==> src/hw/rtl/first_fit_region_allocator_defines.svh <==
// Assertion macros shared by the first-fit region allocator RTL.
`ifndef FIRST_FIT_REGION_ALLOCATOR_DEFINES_SVH
`define FIRST_FIT_REGION_ALLOCATOR_DEFINES_SVH

`ifndef SYNTHESIS
// Check a property on every clock edge outside reset.
`define FFRA_ASSERT(lbl, clk, rstn, prop) \
  lbl: assert property (@(posedge clk) disable iff (!(rstn)) (prop)) \
    else $error("ffra assertion failed");
// Check that cond in one cycle implies res in the next.
`define FFRA_ASSERT_NEXT(lbl, clk, rstn, cond, res) \
  lbl: assert property (@(posedge clk) disable iff (!(rstn)) (cond) |=> (res)) \
    else $error("ffra assertion failed");
`else
`define FFRA_ASSERT(lbl, clk, rstn, prop)
`define FFRA_ASSERT_NEXT(lbl, clk, rstn, cond, res)
`endif

`endif

==> src/hw/rtl/ffra_pkg.sv <==
// Package with constants, codes and types of the first-fit region allocator.
`timescale 1ns / 1ps
package ffra_pkg;

  localparam int unsigned SLOTS      = 64;
  // Page size; must be a power of two.
  localparam int unsigned PAGE_BYTES = 4096;
  localparam int unsigned IDX_W      = $clog2(SLOTS);
  localparam int unsigned CNT_W      = IDX_W + 1;
  localparam logic [CNT_W-1:0] SLOTS_CNT = CNT_W'(SLOTS);
  localparam logic [32:0] PAGE_MASK  = 33'(PAGE_BYTES - 1);
  localparam logic [32:0] PAGE_SIZE  = 33'(PAGE_BYTES);

  typedef enum logic [1:0] {
    CMD_INIT  = 2'd0,
    CMD_ALLOC = 2'd1,
    CMD_FREE  = 2'd2,
    CMD_NOP   = 2'd3
  } cmd_e;

  typedef enum logic [2:0] {
    STAT_OK         = 3'd0,
    STAT_ALLOC_FULL = 3'd1,
    STAT_NO_SPACE   = 3'd2,
    STAT_NOT_FOUND  = 3'd3,
    STAT_FREE_FULL  = 3'd4
  } status_e;

  typedef enum logic [3:0] {
    S_IDLE,
    S_INIT,
    S_A_SLOT,
    S_A_HOLE,
    S_A_COMMIT,
    S_F_FIND,
    S_F_MERGE,
    S_F_PLACE,
    S_DONE
  } state_e;

  localparam logic [0:0] REG_HEAP_BASE   = 1'b0;
  localparam logic [0:0] REG_HEAP_LENGTH = 1'b1;

  // Write port of a region table.
  typedef struct packed {
    logic             en;
    logic [IDX_W-1:0] addr;
    logic [31:0]      start;
    logic [31:0]      length;
  } tbl_wr_t;

endpackage

==> src/hw/rtl/ffra_table.sv <==
// Region table memory: start and length per slot, one write and one registered read port.
`timescale 1ns / 1ps
module ffra_table (
  input  logic                          clk_i,
  input  ffra_pkg::tbl_wr_t             wr_i,
  input  logic [ffra_pkg::IDX_W-1:0]    rd_addr_i,
  output logic [31:0]                   rd_start_o,
  output logic [31:0]                   rd_length_o
);

  logic [31:0] start_mem  [ffra_pkg::SLOTS];
  logic [31:0] length_mem [ffra_pkg::SLOTS];

  always_ff @(posedge clk_i) begin
    if (wr_i.en) begin
      start_mem[wr_i.addr]  <= wr_i.start;
      length_mem[wr_i.addr] <= wr_i.length;
    end
    rd_start_o  <= start_mem[rd_addr_i];
    rd_length_o <= length_mem[rd_addr_i];
  end

endmodule

==> config.mk <==
export PLATFORM = sky130hd
export DESIGN_NAME = ffra_table
export DESIGN_NICKNAME = d
export VERILOG_FILES = /design/src/hw/rtl/first_fit_region_allocator_defines.svh /design/src/hw/rtl/ffra_pkg.sv /design/src/hw/rtl/ffra_table.sv
export SDC_FILE = /design/constraint.sdc
export NUM_CORES = 2
export LEC_CHECK = 0
export BUFFER_PORTS_ARGS = -buffer_cell sky130_fd_sc_hd__buf_2
export CORE_MARGIN = 2
export CORE_UTILIZATION = 25
export CTS_CLUSTER_DIAMETER = 200
export DETAILED_ROUTE_END_ITERATION = 8
export PLACE_DENSITY = 0.36
export SYNTH_ARGS = -nofsm -noshare
export SYNTH_HDL_FRONTEND = slang
export SYNTH_SLANG_ARGS = --single-unit
==> constraint.sdc <==
create_clock -name clk_i -period 4.6 [get_ports clk_i]
set_clock_uncertainty 0.15 [all_clocks]
set_input_delay 0 -clock clk_i [delete_from_list [all_inputs] [get_ports clk_i]]
set_output_delay 0 -clock clk_i [all_outputs]
set_load 0.05 [all_outputs]
==> out/qor.csv <==
stage,metric,value,unit
sta,rsz0062_at_grt,no,
clocking,clock_latency,1.03,ns
grt,globalRouteMet2Util,0.305,
synthesis,yosys-top-cells-area,"edfxtp_1 (79%), mux4_2 (15%), a22oi_1 (1.2%)",
placement,gp_congestion,0.723,
finish,fin_nets,7178,
clocking,numClockSinks,4160,
outcome,violations,max-capacitance violations,
power_and_ir_drop,vdd_ir_drop_max,0.000306,V
grt,grt_pass1_wl,767000,um
critical_path,critPathArrivalTime,4.34,ns
sta,drv_slew,0,
finish,drive_gt1_frac,0.292,
finish,final_core_utilization,0.297,
placement,dp_hpwl,298000,um
grt,grtUsageMet3,0.0205,
critical_path,crit_top_cell,dlygate4sd3_1,
synthesis,synth_common_cells,"edfxtp_1 (4096), mux4_2 (1024), a22oi_1 (256), clkbuf_1 (140), buf_2 (136)",
critical_path,setup.worst_path.class,in -> reg,
critical_path,startpoint,rd_addr_i[3],
clocking,cts_root_buffer,clkbuf_16,
sta,period_needed,3.57,ns
sta,period_share,0.776,
synthesis,avgSynthCellArea,24.0,um^2
synthesis,ys_ff_latch,4160,
clocking,numCtsBuffers,462,
synthesis,ys_seq_area_frac,0.797,
critical_path,crit_chain,dlygate4sd3_1 -> buf_2 -> nand2_1 -> o221ai_1 -> nor2_1 -> dlygate4sd3_1 -> o211a_1 -> dlygate4sd3_1,
floorplanning,rows,290,
sta,worst_pin_slew,1.49,ns
drt,drt_iter0_markers,8292,
synthesis,synth_cell_types,30,
sta,fin_setup_tns,0,ns
clocking,cts.reportedPaths.clkPinSlew,0.06,ns
grt,grt_overflow_total,0,
synthesis,synthDominantCellAreaShare,0.789,
hold_path,hold_start,wr_i[53],
drt,ant_nets,0,
floorplanning,die-area,630000,um^2
run,max_cap_viol_count,1,
drt,viasPerCell,4.86,
floorplanning,core-area,622000,um^2
critical_path,crit_required,5.37,ns
outcome,status,finished with violations,
synthesis,synth_edf_count,4096,
synthesis,yosys_warnings,0,
clocking,cts_tree,built,
sta,timing.final.ws_setup,1.03,ns
sta,setup_viol,0,
grt,grtUsageTotal,0.179,
synthesis,synth_nets,6583,
grt,grt_busiest_layer,met2,
drt,wirelength,580000,um
critical_path,crit_path_end_kind,flip-flop,
hold_path,hp-class,in -> reg,
critical_path,cpPeakStageDelay,1.05,ns
grt,grt_pass1_vias,79150,
synthesis,syn_inst,6505,
floorplanning,die-height,794,um
synthesis,syn_area,156000,um^2
placement,pre_cts_slack,1.31,ns
grt,antenna_found_initial,56,
placement,io_buffers,141,
clocking,htreeDepth,5,
power_and_ir_drop,leakagePower,56.1,nW
critical_path,reg2reg_from,length_mem[31][9]$_DFFE_PP_,
synthesis,synthFlopType,edfxtp_1,
power_and_ir_drop,power.density,446,nW/um^2
critical_path,crit_buf_inv,4,
grt,grtUsageMet1,0.248,
floorplanning,initial_utilization,0.250,
sta,slew_headroom,0.00244,
drt,drc,0,
critical_path,cp-start-kind,primary input,
finish,syn_to_final_growth,18.5,%
sta,max_freq,280,MHz
critical_path,slowest_stage,nand2_1,
drt,drt-pass1-iter-count,5,
synthesis,synth_most_common_cell,edfxtp_1,
floorplanning,pin_count,142,
floorplanning,die_width,794,um
drt,vias,76941,
sta,hold_viol_final,0,
synthesis,yosys.area.top_type,edfxtp_1,
clocking,clock_path_buffers,4,
synthesis,async_flop_share,0,
critical_path,critPathMaxFanout,23,
drt,wl_per_cell,36.6,um
grt,grt_max_degree,91,
critical_path,path_delay_family,buffers and inverters,
[timing repair]
| action | CTS | global route |
|---|---|---|
| hold endpoints to repair | 4577 | 0 |
| hold buffers | 79 | 0 |
| gates resized for setup | 0 | 0 |
| setup buffers | 0 | 0 |
[flip-flops by register name, indices dropped and copies added (netlist names)]
| register | count |
|---|---|
| length_mem | 2048 |
| start_mem | 2048 |
| rd_length_o | 32 |
| rd_start_o | 32 |
[through the flow]
step	hold WS (ns)	instance area (um^2)	power [mW]	cells
2_1_floorplan	-0.0511	156000	45.1	6505
3_3_place_gp	0.369	169000	47.2	14879
3_5_place_dp	0.368	169000	47.3	14879
4_1_cts	0.0217	185000	83.4	15811
5_1_grt	0.130	185000	85.0	15813
6_report	0.0854	185000	82.3	15816
[cells in the final DEF (no fill, tap or decap), drive strengths merged, types with 3 or more instances in the layout]
cell type | netlist | final
dlygate4sd3 | 0 | 79
clkinv | 0 | 202
dfxtp | 64 | 64
nor2b | 7 | 7
clkbuf | 141 | 613
nand2 | 7 | 7
inv | 1 | 8
o22ai | 102 | 102
mux2i | 90 | 90
a21oi | 25 | 25
o211a | 64 | 64
and2 | 3 | 3
nand2b | 4 | 4
buf | 236 | 429
or3 | 3 | 3
a22oi | 256 | 256
edfxtp | 4096 | 4096
or3b | 4 | 4
a211oi | 63 | 63
diode | 0 | 5
o221ai | 64 | 64
nor2 | 110 | 110
clkinvlp | 0 | 7
nand3 | 133 | 133
nand3b | 4 | 4
mux4 | 1024 | 1024
bufinv | 0 | 24
[cell type report]
type | count | area, um^2
sequential | 4160 | 124000
clock inverter | 240 | 2050
timing repair buffer | 508 | 5290
multi-input combinational | 1967 | 30200
clock buffer | 613 | 12500
tap | 8322 | 10400
inverter | 1 | 5.00
antenna | 5 | 12.5
fill | 60171 | 438000
[report_power, final]
group	total, mW	switching [mW]	internal, mW
Clock	35.9	15.6	20.4
Combinational	4.21	2.83	1.38
Sequential	42.2	0.203	42.0
Total	82.3	18.6	63.7
[kinds of logic (layout without fill, tap and decap cells)]
group,after synthesis,after routing,synth area share
AOI/OAI and AO/OA,575,575,0.0280
muxes,1114,1114,0.154
other,0,5,0
buffers and inverters,378,1362,0.0124
and+or+nand+nor,278,278,0.00831
DFF,4160,4160,0.797
[final timing paths]
check / end / slack [ns] / cells after the start
min: start_mem[48][21]$_DFFE_PP_ / 0.09 / 2
max: rd_length_o[9]$_DFF_P_ / 1.03 / 8
max reg2reg: rd_length_o[9]$_DFF_P_ / 1.88 / 6
min reg2reg: rd_start_o[25]$_DFF_P_ / 0.66 / 4
[routing by layer]
| metal | share of wire | routed length (um) |
|---|---|---|
| met2 | 0.49 | 287000 |
| met1 | 0.44 | 255000 |
| met5 | 0.000079 | 46 |
| met3 | 0.044 | 25400 |
| met4 | 0.021 | 12300 |
(Power assumes the default switching activity.)
